[src/sv/msbs_pkg.sv]
// ---------------------------------------------------------------------------
// msbs_pkg
// shared types and constants of the motor speed and button supervisor
// ---------------------------------------------------------------------------
package msbs_pkg;

   // converter sample width and its full-scale code
   localparam int SAMPLE_BITS = 10;
   localparam int SAMPLE_FULL = (1 << SAMPLE_BITS) - 1;

   localparam int STAMP_BITS = 32;
   localparam int SPEED_BITS = 8;
   localparam int BAR_BITS   = 5;

   localparam logic [SPEED_BITS-1:0] SPEED_MAX = 8'd250;

   // bars = speed * 27 / 250 done as speed * (27 * ceil(2^21 / 250)) >> 21
   localparam int BAR_SHIFT    = 21;
   localparam int BAR_RECIP    = 226503;
   localparam int BAR_RECIP_W  = 18;
   localparam int BAR_PROD_W   = SPEED_BITS + BAR_RECIP_W;

   // stream word layouts, fields packed from bit 0 up, padded to bytes
   localparam int REQ_BITS    = SAMPLE_BITS + 1 + STAMP_BITS;
   localparam int REQ_TDATA_W = ((REQ_BITS + 7) / 8) * 8;
   localparam int REQ_LVL_LSB = SAMPLE_BITS;
   localparam int REQ_NOW_LSB = SAMPLE_BITS + 1;

   localparam int RSP_BITS    = SPEED_BITS + 4 + SPEED_BITS + BAR_BITS;
   localparam int RSP_TDATA_W = ((RSP_BITS + 7) / 8) * 8;

   // register file
   localparam int CSR_ADDR_W = 4;
   localparam int CSR_DATA_W = 32;

   localparam logic [1:0] REG_OVERSPEED_LIMIT = 2'd0;
   localparam logic [1:0] REG_LONG_PRESS_MS   = 2'd1;
   localparam logic [1:0] REG_OVERSPEED_HOLD  = 2'd2;

   localparam logic [7:0]  OVERSPEED_LIMIT_RST = 8'd240;
   localparam logic [15:0] LONG_PRESS_MS_RST   = 16'd1000;
   localparam logic [15:0] OVERSPEED_HOLD_RST  = 16'd5000;

   typedef struct packed {
      logic [7:0]  overspeed_limit;
      logic [15:0] long_press_ms;
      logic [15:0] overspeed_hold_ms;
   } cfg_type;

   // sample held between the input stage and the supervisor stage
   typedef struct packed {
      logic                  valid;
      logic [SPEED_BITS-1:0] speed;
      logic                  level;
      logic [STAMP_BITS-1:0] now_ms;
   } sample_type;

endpackage

[src/sv/motor_speed_button_supervisor_core.sv]
// ---------------------------------------------------------------------------
// motor_speed_button_supervisor_core
// button-driven run/direction control with overspeed cutoff for a dc motor
// ---------------------------------------------------------------------------
// Takes one control word per cycle while req_tready is high (pot reading,
// button pin level, ms timestamp) and returns one result word per input
// word, in order. A word passes two register stages: the input stage scales
// the pot reading to a 0..250 speed, the supervisor stage updates button,
// run and overspeed state and loads the output register. rsp_tvalid rises
// when the word moves from the input stage into the output register, which
// it does as soon as that register is free or being drained. While a result
// waits in the output register the input stage still takes in one more word,
// then req_tready stays low until rsp_tready frees the output register. The
// user must write registers through the apb port only while no word is in
// flight; the block itself does not enforce this.
module motor_speed_button_supervisor_core (
   input  logic                                clock,
   input  logic                                reset,
   // sample channel
   input  logic                                req_tvalid,
   output logic                                req_tready,
   // [9:0] pot_sample, [10] button_level, [42:11] now_ms, rest zero
   input  logic [msbs_pkg::REQ_TDATA_W-1:0]    req_tdata,
   // result channel
   output logic                                rsp_tvalid,
   input  logic                                rsp_tready,
   // [7:0] pwm_duty, [8] drive_in1, [9] drive_in2, [10] motor_running,
   // [11] overspeed_warning, [19:12] speed_level, [24:20] bar_level
   output logic [msbs_pkg::RSP_TDATA_W-1:0]    rsp_tdata,
   // register port
   input  logic                                csr_psel,
   input  logic                                csr_penable,
   input  logic                                csr_pwrite,
   input  logic [msbs_pkg::CSR_ADDR_W-1:0]     csr_paddr,
   input  logic [msbs_pkg::CSR_DATA_W-1:0]     csr_pwdata,
   output logic [msbs_pkg::CSR_DATA_W-1:0]     csr_prdata,
   output logic                                csr_pready
);

   localparam int SB = msbs_pkg::SPEED_BITS;
   localparam int TB = msbs_pkg::STAMP_BITS;

   msbs_pkg::cfg_type    cfg;
   msbs_pkg::sample_type smp;
   logic                 advance;
   logic                 update;

   // supervisor state
   logic          run_ff, run_in;
   logic          cw_ff, cw_in;
   logic          prev_btn_ff, prev_btn_in;
   logic          await_ff, await_in;
   logic [TB-1:0] press_start_ff, press_start_in;
   logic          warn_ff, warn_in;
   logic [TB-1:0] warn_start_ff, warn_start_in;
   logic [SB-1:0] duty_ff, duty_in;

   // output register
   logic                              rsp_valid_ff, rsp_valid_in;
   logic [msbs_pkg::RSP_TDATA_W-1:0]  rsp_data_ff, rsp_data_in;

   // working signals
   logic                              press_edge;
   logic                              release_edge;
   logic [TB-1:0]                     held_ms;
   logic [TB-1:0]                     over_ms;
   logic                              long_press;
   logic                              run_btn;
   logic                              over;
   logic [msbs_pkg::BAR_PROD_W-1:0]   bar_prod;
   logic [msbs_pkg::BAR_BITS-1:0]     bars;
   logic [SB-1:0]                     speed_shown;

   msbs_csr u_csr (
      .clock   (clock),
      .reset   (reset),
      .psel    (csr_psel),
      .penable (csr_penable),
      .pwrite  (csr_pwrite),
      .paddr   (csr_paddr),
      .pwdata  (csr_pwdata),
      .prdata  (csr_prdata),
      .pready  (csr_pready),
      .cfg     (cfg)
   );

   msbs_sample_stage u_sample (
      .clock      (clock),
      .reset      (reset),
      .req_tvalid (req_tvalid),
      .req_tready (req_tready),
      .req_tdata  (req_tdata),
      .advance    (advance),
      .sample     (smp)
   );

   // output register free or being drained this cycle
   assign advance = !rsp_valid_ff || rsp_tready;
   assign update  = smp.valid && advance;

   always_comb begin
      // button: falling edge arms a press, rising edge ends it
      press_edge   = !smp.level && prev_btn_ff;
      release_edge = smp.level && !prev_btn_ff && await_ff;
      held_ms      = smp.now_ms - press_start_ff;
      long_press   = held_ms >= TB'(cfg.long_press_ms);

      run_btn     = run_ff ^ (release_edge && long_press);
      cw_in       = cw_ff ^ (release_edge && !long_press);
      prev_btn_in = smp.level;

      if (press_edge) await_in = 1'b1;
      else if (release_edge) await_in = 1'b0;
      else await_in = await_ff;

      press_start_in = press_edge ? smp.now_ms : press_start_ff;

      // overspeed: first step arms the timer, later steps check the hold time
      over          = smp.speed > cfg.overspeed_limit;
      over_ms       = smp.now_ms - warn_start_ff;
      run_in        = run_btn;
      warn_in       = 1'b0;
      warn_start_in = warn_start_ff;
      if (run_btn && over) begin
         if (!warn_ff) begin
            warn_start_in = smp.now_ms;
            warn_in       = 1'b1;
         end else if (over_ms >= TB'(cfg.overspeed_hold_ms)) begin
            run_in  = 1'b0;
            warn_in = 1'b0;
         end else begin
            warn_in = 1'b1;
         end
      end

      // duty holds its last value while running over the limit
      if (run_in && !over) duty_in = smp.speed;
      else if (!run_in) duty_in = '0;
      else duty_in = duty_ff;

      bar_prod = msbs_pkg::BAR_PROD_W'(smp.speed)
               * msbs_pkg::BAR_PROD_W'(msbs_pkg::BAR_RECIP);
      bars     = (run_in && !over)
               ? bar_prod[msbs_pkg::BAR_SHIFT +: msbs_pkg::BAR_BITS] : '0;
      speed_shown = run_in ? smp.speed : '0;

      rsp_data_in = {7'd0, bars, speed_shown, warn_in, run_in, !cw_in, cw_in, duty_in};
   end

   always_comb begin
      if (update) rsp_valid_in = 1'b1;
      else if (rsp_tready) rsp_valid_in = 1'b0;
      else rsp_valid_in = rsp_valid_ff;
   end

   always_ff @(posedge clock) begin
      if (reset) begin
         rsp_valid_ff   <= 1'b0;
         run_ff         <= 1'b1;
         cw_ff          <= 1'b1;
         prev_btn_ff    <= 1'b1;
         await_ff       <= 1'b0;
         press_start_ff <= '0;
         warn_ff        <= 1'b0;
         warn_start_ff  <= '0;
         duty_ff        <= '0;
      end else begin
         rsp_valid_ff <= rsp_valid_in;
         if (update) begin
            run_ff         <= run_in;
            cw_ff          <= cw_in;
            prev_btn_ff    <= prev_btn_in;
            await_ff       <= await_in;
            press_start_ff <= press_start_in;
            warn_ff        <= warn_in;
            warn_start_ff  <= warn_start_in;
            duty_ff        <= duty_in;
         end
      end
   end

   // result payload, loaded only when a new word moves in
   always_ff @(posedge clock) begin
      if (update) begin
         rsp_data_ff <= rsp_data_in;
      end
   end

   assign rsp_tvalid = rsp_valid_ff;
   assign rsp_tdata  = rsp_data_ff;

endmodule

[src/sv/msbs_csr.sv]
// ---------------------------------------------------------------------------
// msbs_csr
// apb register file: overspeed limit, long-press time, overspeed hold time
// ---------------------------------------------------------------------------
module msbs_csr (
   input  logic                               clock,
   input  logic                               reset,
   input  logic                               psel,
   input  logic                               penable,
   input  logic                               pwrite,
   input  logic [msbs_pkg::CSR_ADDR_W-1:0]    paddr,
   input  logic [msbs_pkg::CSR_DATA_W-1:0]    pwdata,
   output logic [msbs_pkg::CSR_DATA_W-1:0]    prdata,
   output logic                               pready,
   output msbs_pkg::cfg_type                  cfg
);

   msbs_pkg::cfg_type cfg_ff;
   msbs_pkg::cfg_type cfg_in;
   logic              wr_en;
   logic [1:0]        reg_idx;

   assign pready  = 1'b1;
   assign wr_en   = psel && penable && pwrite;
   assign reg_idx = paddr[3:2];

   always_comb begin
      cfg_in = cfg_ff;
      if (wr_en) begin
         unique case (reg_idx)
            msbs_pkg::REG_OVERSPEED_LIMIT: cfg_in.overspeed_limit   = pwdata[7:0];
            msbs_pkg::REG_LONG_PRESS_MS:   cfg_in.long_press_ms     = pwdata[15:0];
            msbs_pkg::REG_OVERSPEED_HOLD:  cfg_in.overspeed_hold_ms = pwdata[15:0];
            default:                       cfg_in = cfg_ff;
         endcase
      end
   end

   always_comb begin
      unique case (reg_idx)
         msbs_pkg::REG_OVERSPEED_LIMIT: prdata = {24'd0, cfg_ff.overspeed_limit};
         msbs_pkg::REG_LONG_PRESS_MS:   prdata = {16'd0, cfg_ff.long_press_ms};
         msbs_pkg::REG_OVERSPEED_HOLD:  prdata = {16'd0, cfg_ff.overspeed_hold_ms};
         default:                       prdata = '0;
      endcase
   end

   always_ff @(posedge clock) begin
      if (reset) begin
         cfg_ff.overspeed_limit   <= msbs_pkg::OVERSPEED_LIMIT_RST;
         cfg_ff.long_press_ms     <= msbs_pkg::LONG_PRESS_MS_RST;
         cfg_ff.overspeed_hold_ms <= msbs_pkg::OVERSPEED_HOLD_RST;
      end else begin
         cfg_ff <= cfg_in;
      end
   end

   assign cfg = cfg_ff;

endmodule

[src/sv/msbs_sample_stage.sv]
// ---------------------------------------------------------------------------
// msbs_sample_stage
// input register: unpacks a sample word and scales the pot reading to speed
// ---------------------------------------------------------------------------
module msbs_sample_stage (
   input  logic                                  clock,
   input  logic                                  reset,
   input  logic                                  req_tvalid,
   output logic                                  req_tready,
   input  logic [msbs_pkg::REQ_TDATA_W-1:0]      req_tdata,
   input  logic                                  advance,
   output msbs_pkg::sample_type                  sample
);

   localparam int N      = msbs_pkg::SAMPLE_BITS;
   localparam int PROD_W = N + msbs_pkg::SPEED_BITS;

   logic                                  valid_ff;
   logic                                  valid_in;
   logic [msbs_pkg::SPEED_BITS-1:0]       speed_ff;
   logic [msbs_pkg::SPEED_BITS-1:0]       speed_in;
   logic                                  level_ff;
   logic [msbs_pkg::STAMP_BITS-1:0]       now_ff;
   logic                                  accept;
   logic [N-1:0]                          pot;
   logic [PROD_W-1:0]                     scaled;
   logic [msbs_pkg::SPEED_BITS-1:0]       hi_part;
   logic [N:0]                            fold;

   assign req_tready = !valid_ff || advance;
   assign accept     = req_tvalid && req_tready;
   assign pot        = req_tdata[N-1:0];

   // pot * 250 / (2^N - 1): split x = a*2^N + b, quotient is a plus one
   // when a + b reaches the full-scale code
   always_comb begin
      scaled   = PROD_W'(pot) * PROD_W'(msbs_pkg::SPEED_MAX);
      hi_part  = scaled[PROD_W-1:N];
      fold     = (N+1)'(hi_part) + (N+1)'(scaled[N-1:0]);
      speed_in = hi_part
               + ((fold >= (N+1)'(msbs_pkg::SAMPLE_FULL)) ? 8'd1 : 8'd0);
   end

   always_comb begin
      if (accept) valid_in = 1'b1;
      else if (advance) valid_in = 1'b0;
      else valid_in = valid_ff;
   end

   always_ff @(posedge clock) begin
      if (reset) begin
         valid_ff <= 1'b0;
      end else begin
         valid_ff <= valid_in;
      end
   end

   always_ff @(posedge clock) begin
      if (accept) begin
         speed_ff <= speed_in;
         level_ff <= req_tdata[msbs_pkg::REQ_LVL_LSB];
         now_ff   <= req_tdata[msbs_pkg::REQ_NOW_LSB +: msbs_pkg::STAMP_BITS];
      end
   end

   assign sample.valid  = valid_ff;
   assign sample.speed  = speed_ff;
   assign sample.level  = level_ff;
   assign sample.now_ms = now_ff;

endmodule

[config.mk]
export PLATFORM = sky130hd
export DESIGN_NAME = motor_speed_button_supervisor_core
export DESIGN_NICKNAME = d
export VERILOG_FILES = /design/src/sv/msbs_pkg.sv /design/src/sv/motor_speed_button_supervisor_core.sv /design/src/sv/msbs_csr.sv /design/src/sv/msbs_sample_stage.sv
export SDC_FILE = /design/constraint.sdc
export NUM_CORES = 1
export LEC_CHECK = 0
export BUFFER_PORTS_ARGS = -buffer_cell sky130_fd_sc_hd__buf_2
export CORE_UTILIZATION = 54
export DETAILED_ROUTE_END_ITERATION = 7
export HOLD_SLACK_MARGIN = 0.02
export MAX_ROUTING_LAYER = met4
export PLACE_DENSITY_LB_ADDON = 0.2
export SKIP_CTS_REPAIR_TIMING = 1
export SLEW_MARGIN = 20
export SYNTH_ARGS = -nofsm -noshare
export SYNTH_HDL_FRONTEND = slang
export SYNTH_SLANG_ARGS = --single-unit
export TNS_END_PERCENT = 20
[constraint.sdc]
create_clock -name clock -period 7 [get_ports clock]
set_input_delay 0.35 -clock clock [delete_from_list [all_inputs] [get_ports clock]]
set_output_delay 0.35 -clock clock [all_outputs]
set_load 0.03 [all_outputs]
==> results of run 1 <==
## final cells by class
type | instances | area [µm²]
well taps | 384 | 480
repair buffers | 137 | 756
inverters | 222 | 833
fillers | 2599 | 11400
flip-flops and latches | 185 | 4360
diodes | 3 | 7.51
clock inverters | 12 | 150
clock buffers | 20 | 447
multi-input cells | 1365 | 10500
## power breakdown
group          switching (µW)  internal [µW]
registers                 128           1360
logic                    3280           2640
clock network             430            569
## stage by stage
step           cells  utilization [%]
2_1_floorplan   1867                -
3_5_place_dp    2292             58.5
4_1_cts         2324             60.5
3_3_place_gp    2292             58.5
5_1_grt         2328             60.6
6_report        2328             60.6
## logic make-up (layout without fill, tap and decap cells)
logic type | count (synthesis) | after routing | share of synthesized area, %
AO/OA/AOI/OAI | 492 | 492 | 19.8
AND/OR/NAND/NOR | 460 | 460 | 14.0
buffers and inverters | 317 | 391 | 8.14
adder cells (fa/ha/maj) | 286 | 286 | 25.2
flip-flops | 185 | 185 | 27.1
XOR/XNOR | 87 | 87 | 4.73
multiplexers | 16 | 16 | 1.00
other | 2 | 27 | 0.0466
## sequential cells by signal, summed over array words and instances (netlist names)
register / count
await_ff: 1
cw_ff: 1
duty_ff: 8
press_start_ff: 32
prev_btn_ff: 1
rsp_tdata: 25
rsp_tvalid: 1
run_ff: 1
u_csr.cfg: 40
u_sample.level_ff: 1
u_sample.now_ff: 32
u_sample.speed_ff: 8
u_sample.valid_ff: 1
warn_ff: 1
warn_start_ff: 32
## final timing paths
kind / end / start / depth (start not counted)
max: u_sample.speed_ff[7] / req_tdata[2] / 27
min reg2reg: press_start_ff[6] / press_start_ff[6] / 2
min: u_sample.now_ff[10] / req_tdata[21] / 1
max reg2reg: rsp_tdata[5] / u_sample.now_ff[1] / 19
## cell usage after synthesis (all sizes together), types with 16 or more instances
| cell | instances |
|---|---|
| a211o | 18 |
| a21o | 59 |
| a21oi | 177 |
| buf | 43 |
| clkbuf | 52 |
| dfxtp | 119 |
| edfxtp | 66 |
| fa | 66 |
| ha | 216 |
| inv | 222 |
| nand2 | 175 |
| nand3 | 62 |
| nand4 | 25 |
| nor2 | 86 |
| nor3 | 23 |
| o21a | 16 |
| o21ai | 96 |
| xnor2 | 51 |
| xor2 | 36 |
## layer usage
layer | up-vias | routed length [µm] | GRT usage (%)
met1 | 6355 | 17700 | 34.6
met4 | 0 | 875 | 8.95
li1 | 6577 | - | -
met5 | - | 0 | -
met3 | 59 | 1800 | 4.16
met2 | 297 | 19000 | 44.1
==> results.md, run 1 <==
Status:
- The flow ran to the end, and the final reports show no timing, DRC or antenna violations.

Drt:
- The total DRC errors in the routed layout is 0.
- The routed design has 39,400 µm of wire.
- The detailed router finished its first iteration with 875 violations.
- The number of nets with antenna violations after detailed routing is 0.
- The post-detailed-route via-to-cell ratio is 5.71.
- The number of vias in the routed layout is 13,300.
- The first detailed-routing pass ran for 5 iterations.
- The post-detailed-route wirelength per cell is 16.9 µm.

Critical path:
- STA classifies the critical path startpoint as an input pin.
- The buffering stage count on the worst path with inverters included is 5.
- For flop-to-flop paths, the worst setup slack is 1.23 ns.
- The data arrival time of the critical path is 6.92 ns.
- The standard cell with the maximum stage delay on the critical path is fa_1.
- Among cell families on the critical path, the largest total delay comes from adder cells.
- The required time of the critical path is 7.20 ns.
- The critical path capture point type is a flip-flop.
- The largest single stage delay on the critical path is 0.53 ns.
- Of all nets on the critical path, the largest fanout is 4.
- The worst setup path is of the input pin to flip-flop kind.

Synthesis:
- In the synthesized netlist, the number of instances is 1,845.
- During synthesis, Yosys emitted a total of 0 warnings.
- The average footprint of a synthesized cell is 8.73 µm².
- In the synthesized netlist the async set-or-reset flop fraction comes to 0%.
- After synthesis, the cell types taking the most area are ha_1, dfxtp_1, edfxtp_1.
- The most used flip-flop cell after synthesis is dfxtp_1.
- In this run, synthesis produced a sequential element count of 185.
- Yosys mapped the design onto 85 distinct sky130hd cell types.
- The post-synthesis sequential area ratio is 27.1%.
- Of all cell types, the one taking the most synthesized area is ha_1.
- The share of synthesized area in the top cell type comes to 16.8%.
- In this run, synthesis inferred 66 flip-flops with an integrated enable.
- The cell area that synthesis handed to floorplanning was 16,100 µm².

STA:
- The clock period minus final worst setup slack is 6.71 ns.
- The achievable frequency is 0.149 GHz.
- The actual transition at the worst max-transition pin is 1.02 ns.
- Setup total negative slack on the finished layout was measured at 0 ns.
- The max-slew violation count is 0.
- The post-route worst setup slack is 0.286 ns.
- The tightest hold path in the finished design has a slack of 0.0647 ns.
- Setup violations remaining at the end of the flow were counted as 0.
- Between clock sinks in the finished design, the worst skew comes to 0.0169 ns.
- The hold violation count in the final report is 0.
- The worst max-slew margin expressed relative to the limit is 31.6%.
- The final clock period utilization by the worst path is 95.9%.

Global routing:
- The number of global-route vias before repair was 13,000.
- The first global-routing pass estimated 64,900 µm of wire.
- The aggregate global-route resource usage is 27.2%.
- The number of antenna violations at the first check in global routing is 3.
- The sum of overflow across all layers after global routing is 0.
- The maximum number of pins on one net before global-route repair is 73.

Pwr:
- IR analysis of the VDD net gives a maximum drop of 1.20 mV.
- The static leakage is 0.00755 µW.
- Dividing total power by cell area gives a power density of 478 nW/µm².
- The overall power is 8410 µW.

Floorplanning:
- The die covers 30,500 µm².
- The die width is 175 µm.
- The count of pins on the block boundary is 158.
- The region available for standard cell placement spans 29,000 µm².
- The cell row count is 62.
- The die is 175 µm tall.
- Once the floorplan was initialized, standard cells occupied 55.5% of the core.

Placed design:
- The number of port buffers is 110.
- The routability congestion estimate from global placement is 0.952.
- The placed wire-length estimate is 30,000 µm.
- The pre-CTS setup slack is -0.155 ns.
- The cell area after placement is 17,000 µm².

Clocking:
- The number of buffers inserted during clock tree synthesis is 17.
- The clock passes through at most 2 buffers.
- TritonCTS built the clock tree.
- The clock insertion delay at the later pin of the skew report is 0.46 ns.
- The clock net in this run drives a total of 185 sinks.
- Clock tree synthesis selected as its root buffer the cell clkbuf_16.
- In this run the number of H-tree levels came out at 4.
- Clock-pin slew was measured on the worst setup and hold paths at 0.07 ns.

Cells and area:
- The post-route standard cell area excluding fillers is 17,600 µm².
- Leaving out fill and tap cells, the most frequent cells in the layout are inv_1, ha_1, nand2_1.
- After the last flow step, the layout net total stands at 2,301.
- Relative to the synthesized area, the layout overhead comes to 9.11%.
- Of the cells placed in the final design, the portion with a size suffix greater than 1 is 11.4%.
- Leaving out fill and tap cells, the most frequent cell in the layout is inv_1.

Job:
- Across the run, the number of max-cap violations was 0.

Worst hold path:
- The class of the tightest hold or removal check is input pin to flip-flop.
Note: power is estimated with default switching activity, not from simulation.
==> inputs of run 2 (changes only) <==
--- a/config.mk
+++ b/config.mk
@@ -7,3 +7,5 @@
 export LEC_CHECK = 0
+export ABC_AREA = 1
 export BUFFER_PORTS_ARGS = -buffer_cell sky130_fd_sc_hd__buf_2
+export CORE_MARGIN = 2
 export CORE_UTILIZATION = 54
--- a/constraint.sdc
+++ b/constraint.sdc
@@ -3,2 +3,2 @@
 set_output_delay 0.35 -clock clock [all_outputs]
-set_load 0.03 [all_outputs]
+set_load 0.01 [all_outputs]
==> run 2 against run 1 <==
Compared with the run above:
- die area rose by 7.9%
- synthesized cell count rose by 30%
- final area rose by 4.7%
- routed wire length rose by 12%
- sequential power barely moved
- clock power barely moved
- count of clock-buffer cells in the layout fell by 3
- critical path depth rose by 4
- non-clock buffer count fell by 24
- first-iteration DRC count rose by 40%
==> results.md, run 2 <==
Status:
- Result of the run: finished, final reports clean (unchanged).

Cells and area:
- The area growth from synthesis to final layout is 8.23% (was 9.11%).
- The share of cells above drive strength 1 is 6.99% (was 11.4%).
- The share of the core filled with cells in the final layout was 59.7% (was 60.6%).
- The final-layout fill cell count is 2,912 (was 2,599).
- The commonest non-fill, non-tap cell in the layout is nand2_1 (was inv_1).
- The number of flip-flops under the largest register name is 40 (unchanged).
- Commonest non-fill, non-tap cells in the layout: nand2_1, inv_1, nor2_1 (was inv_1, ha_1, nand2_1).
- The layout net count was 2,865 (was 2,301).

Synthesis:
- The XOR/XNOR share of the synthesized area is 2.94% (was 4.73%).
- The cell area after synthesis is 17,000 µm² (was 16,100 µm²).
- The async set-or-reset flop fraction in the synthesized netlist was 0% (unchanged).
- The adder-cell share of the synthesized area was 23.7% (was 25.2%).
- The number of enable flip-flop cells after synthesis was 66 (unchanged).
- The share of the synthesized area in the top cell type is 15.9% (was 16.8%).
- Most used standard cells in the synthesized netlist: nand2_1, inv_1, nor2_1 (was inv_1, ha_1, nand2_1).
- The post-synthesis sequential area ratio is 25.7% (was 27.1%).
- The number of storage elements in the synthesis netlist was 185 (unchanged).
- The fraction of the mapped netlist area in compound gates is 10.8% (was 19.8%).
- The fraction of the mapped netlist area in simple logic gates is 25.0% (was 14.0%).
- The most instantiated library cell after synthesis is nand2_1 (was inv_1).
- The post-synthesis cell count is 2,400 (was 1,845).
- The most frequently used flop master after synthesis is dfxtp_1 (unchanged).
- Dominant cells by area after synthesis: ha_1, dfxtp_1, nand2_1 (was ha_1, dfxtp_1, edfxtp_1).
- The average footprint of a synthesized cell is 7.08 µm² (was 8.73 µm²).
- The number of synthesis warnings is 0 (unchanged).
- The number of distinct library cell variants in the gate-level netlist after synthesis is 44 (was 85).
- The combinational family with the most area after synthesis is simple AND/OR/NAND/NOR gates (was adder cells).
- The largest area contributor in the synthesized netlist was ha_1 (unchanged).
- The mux share of post-synthesis cell area was 0% (was 1.00%).

Pwr:
- The proportion of power drawn by combinational gates is 75.1% (was 70.5%).
- The power density over the cells is 540 nW/µm² (was 478 nW/µm²).
- The register share of total power is 14.7% (was 17.6%).
- The clock group share of total power is 10.2% (was 11.9%).
- The cell-internal power is 4760 µW (was 4570 µW).
- The switching power as a share of total power was 52.1% (was 45.7%).
- The static leakage is 0.00972 µW (was 0.00755 µW).
- The power dissipated by switching net loads is 5180 µW (was 3840 µW).
- The maximum VDD drop is 0.809 mV (was 1.20 mV).

Floorplanning:
- The count of pins on the block boundary is 158 (unchanged).
- The die width was 181 µm (was 175 µm).
- The area enclosed by the die boundary is 32,900 µm² (was 30,500 µm²).
- The placeable core region is 30,800 µm² (was 29,000 µm²).
- The effective utilization at floorplan was 55.2% (was 55.5%).
- The vertical die dimension is 181 µm (was 175 µm).
- The cell row count was 64 (was 62).

STA:
- The worst max-slew margin expressed relative to the limit was 31.5% (was 31.6%).
- The actual transition at the worst max-transition pin is 1.02 ns (about the same).
- The max-slew violation count came to 0 (unchanged).
- The setup TNS is 0 ns (unchanged).
- The post-route worst setup slack is 0.695 ns (was 0.286 ns).
- The number of failing setup endpoints in the final timing report is 0 (unchanged).
- The final clock period utilization by the worst path is 90.1% (was 95.9%).
- The achievable frequency was 0.159 GHz (was 0.149 GHz).
- Setup repair after global routing left no endpoint under its margin.
- The hold violation count in the final report is 0 (unchanged).
- The clock period minus final worst setup slack is 6.30 ns (was 6.71 ns).
- The clock tree skew after final layout came to 0.0118 ns (was 0.0169 ns).

Critical path:
- The peak fanout along the critical path came to 7 (was 4).
- The path depth of the worst reg2reg path is 26 (was 19).
- The kind of critical path is input pin to flip-flop (unchanged).
- The data arrival time of the critical path is 6.50 ns (was 6.92 ns).
- The critical path capture point type is a flip-flop (unchanged).
- The largest incremental delay on the critical path is 0.54 ns (was 0.53 ns).
- The startpoint of the lowest-slack register-to-register path is u_sample.now_ff[4] (was u_sample.now_ff[1]).
- The most numerous cell on the critical path is nand2_1.
- The standard cell with the maximum stage delay on the critical path is fa_1 (unchanged).
- The capture point of the worst reg-to-reg path is warn_start_ff[28] (was rsp_tdata[5]).
- The kind of start point of the critical path is an input pin (unchanged).
- The required time of the critical path is 7.19 ns (was 7.20 ns).
- The minimum setup slack among reg-to-reg paths is 2.15 ns (was 1.23 ns).

Global routing:
- The wire length of the first global-routing pass is 70,400 µm (was 64,900 µm).
- The sum of overflow across all layers after global routing is 0 (unchanged).
- The maximum number of pins on one net before global-route repair was 105 (was 73).
- The number of global-route vias before repair was 13,900 (was 13,000).
- The number of antenna violations at the first check in global routing is 1 (was 3).
- The aggregate global-route resource usage is 27.9% (was 27.2%).

Clocking:
- The number of levels in the clock H-tree is 4 (unchanged).
- The sink count of the clock tree was 185 (unchanged).
- The clock insertion delay at the later pin of the skew report is 0.45 ns (was 0.46 ns).
- The number of buffers inserted during clock tree synthesis is 17 (unchanged).
- The clock-pin slew on the worst setup and hold paths is 0.08 ns (was 0.07 ns).
- The largest buffer count on any clock path is 2 (unchanged).
- The root buffer cell is clkbuf_16 (unchanged).
- The clock tree from TritonCTS is done (unchanged).

Drt:
- The number of nets with antenna violations after detailed routing came to 0 (unchanged).
- The aggregate routed wire length came to 44,100 µm (was 39,400 µm).
- The post-detailed-route wirelength per cell is 15.2 µm (was 16.9 µm).
- The post-detailed-route via-to-cell ratio is 5.29 (was 5.71).
- The number of optimization iterations in the first detailed-route pass was 5 (unchanged).
- The number of vias in the routed layout is 15,300 (was 13,300).
- The number of design-rule violations left by the first detailed-router iteration came to 1,227 (was 875).
- The total DRC errors in the routed layout came to 0 (unchanged).

Worst hold path:
- The cell count of the worst hold path is 1 (unchanged).
- The end point of the most critical hold path is u_sample.now_ff[28] (was u_sample.now_ff[10]).
- The worst min-delay path startpoint is req_tdata[39] (was req_tdata[21]).
- The class of the tightest hold or removal check is input pin to flip-flop (unchanged).

Placed design:
- The number of port buffers is 110 (unchanged).
- The routability congestion estimate from global placement is 1.01 (was 0.952).
- The placed wire-length estimate is 36,100 µm (was 30,000 µm).
- The pre-CTS setup slack is 0.196 ns (was -0.155 ns).

Job:
- The max-cap check violation count is 0 (unchanged).
run 2: changes by cell type after synthesis, sizes merged, moves of 15 or more:
cell / delta
inv: +221
a21oi: -15
nand2: +465
nor2: +149
a21o: -51
nand3: +38
xnor2: -44
clkbuf: -23
nor2b: -15
mux2i: -15
a211o: -18
run 2: critical path: cells and delay by family:
family	cells	cell delay (ns)
adders and majority gates	8	3.21
buffers and inverters	4	0.42
AOI/OAI and AO/OA	5	0.83
xor gates and xnor gates	3	0.43
and+or+nand+nor	11	1.23
run 2: layout make-up:
class                      count  area, µm²  share of cell area (%)
tap                          396        495                    2.69
inverter                     444       1670                    9.06
clock buffer                  17        425                    2.31
timing repair buffer         113        573                    3.11
sequential                   185       4360                    23.7
antenna                        1       2.50                  0.0136
multi-input combinational   1731      10700                    58.1
clock inverter                15        179                   0.972
run 2: cells by family after synthesis:
family | Yosys count
fa+ha+maj | 282
flops | 185
xor+xnor | 57
buf+inv | 506
simple gates | 1038
other cells | 2
compound gates | 330
run 2: metrics by stage:
stage | instance area [µm²] | cells | total power (µW) | hold WS [ns]
3_3_place_gp | 17800 | 2869 | 8580 | 0.444
4_1_cts | 18400 | 2901 | 9890 | 0.0560
3_5_place_dp | 17800 | 2869 | 8800 | 0.451
5_1_grt | 18400 | 2902 | 11100 | 0.0545
6_report | 18400 | 2902 | 9940 | 0.0724
2_1_floorplan | 17100 | 2422 | 7030 | 0.433
run 2: worst max path at each step:
stage / depth (start not counted) / endpoint / startpoint
floorplan: 29 / u_sample.speed_ff[7] / req_tdata[1]
global placement: 31 / u_sample.speed_ff[7] / req_tdata[1]
detailed placement: 31 / u_sample.speed_ff[7] / req_tdata[1]
CTS: 31 / u_sample.speed_ff[7] / req_tdata[1]
global route: 31 / u_sample.speed_ff[7] / req_tdata[1]
finish: 31 / u_sample.speed_ff[7] / req_tdata[1]
run 2: metal layers:
| layer | track usage [%] | vias to the layer above | share of wire, % |
|---|---|---|---|
| met1 | 39.4 | 7096 | 48 |
| met3 | 3.27 | 40 | 6.0 |
| met5 | - | - | 0 |
| met2 | 42.7 | 431 | 44 |
| li1 | - | 7779 | - |
| met4 | 6.80 | 0 | 1.6 |
run 2: power groups by stage:
| stage | combinational, µW | clock (µW) | sequential (µW) |
|---|---|---|---|
| floorplan | 5590 | 0 | 1450 |
| global placement | 7110 | 0 | 1480 |
| detailed placement | 7320 | 0 | 1480 |
| CTS | 7410 | 1030 | 1460 |
| global route | 8560 | 1080 | 1470 |
| finish | 7460 | 1020 | 1460 |
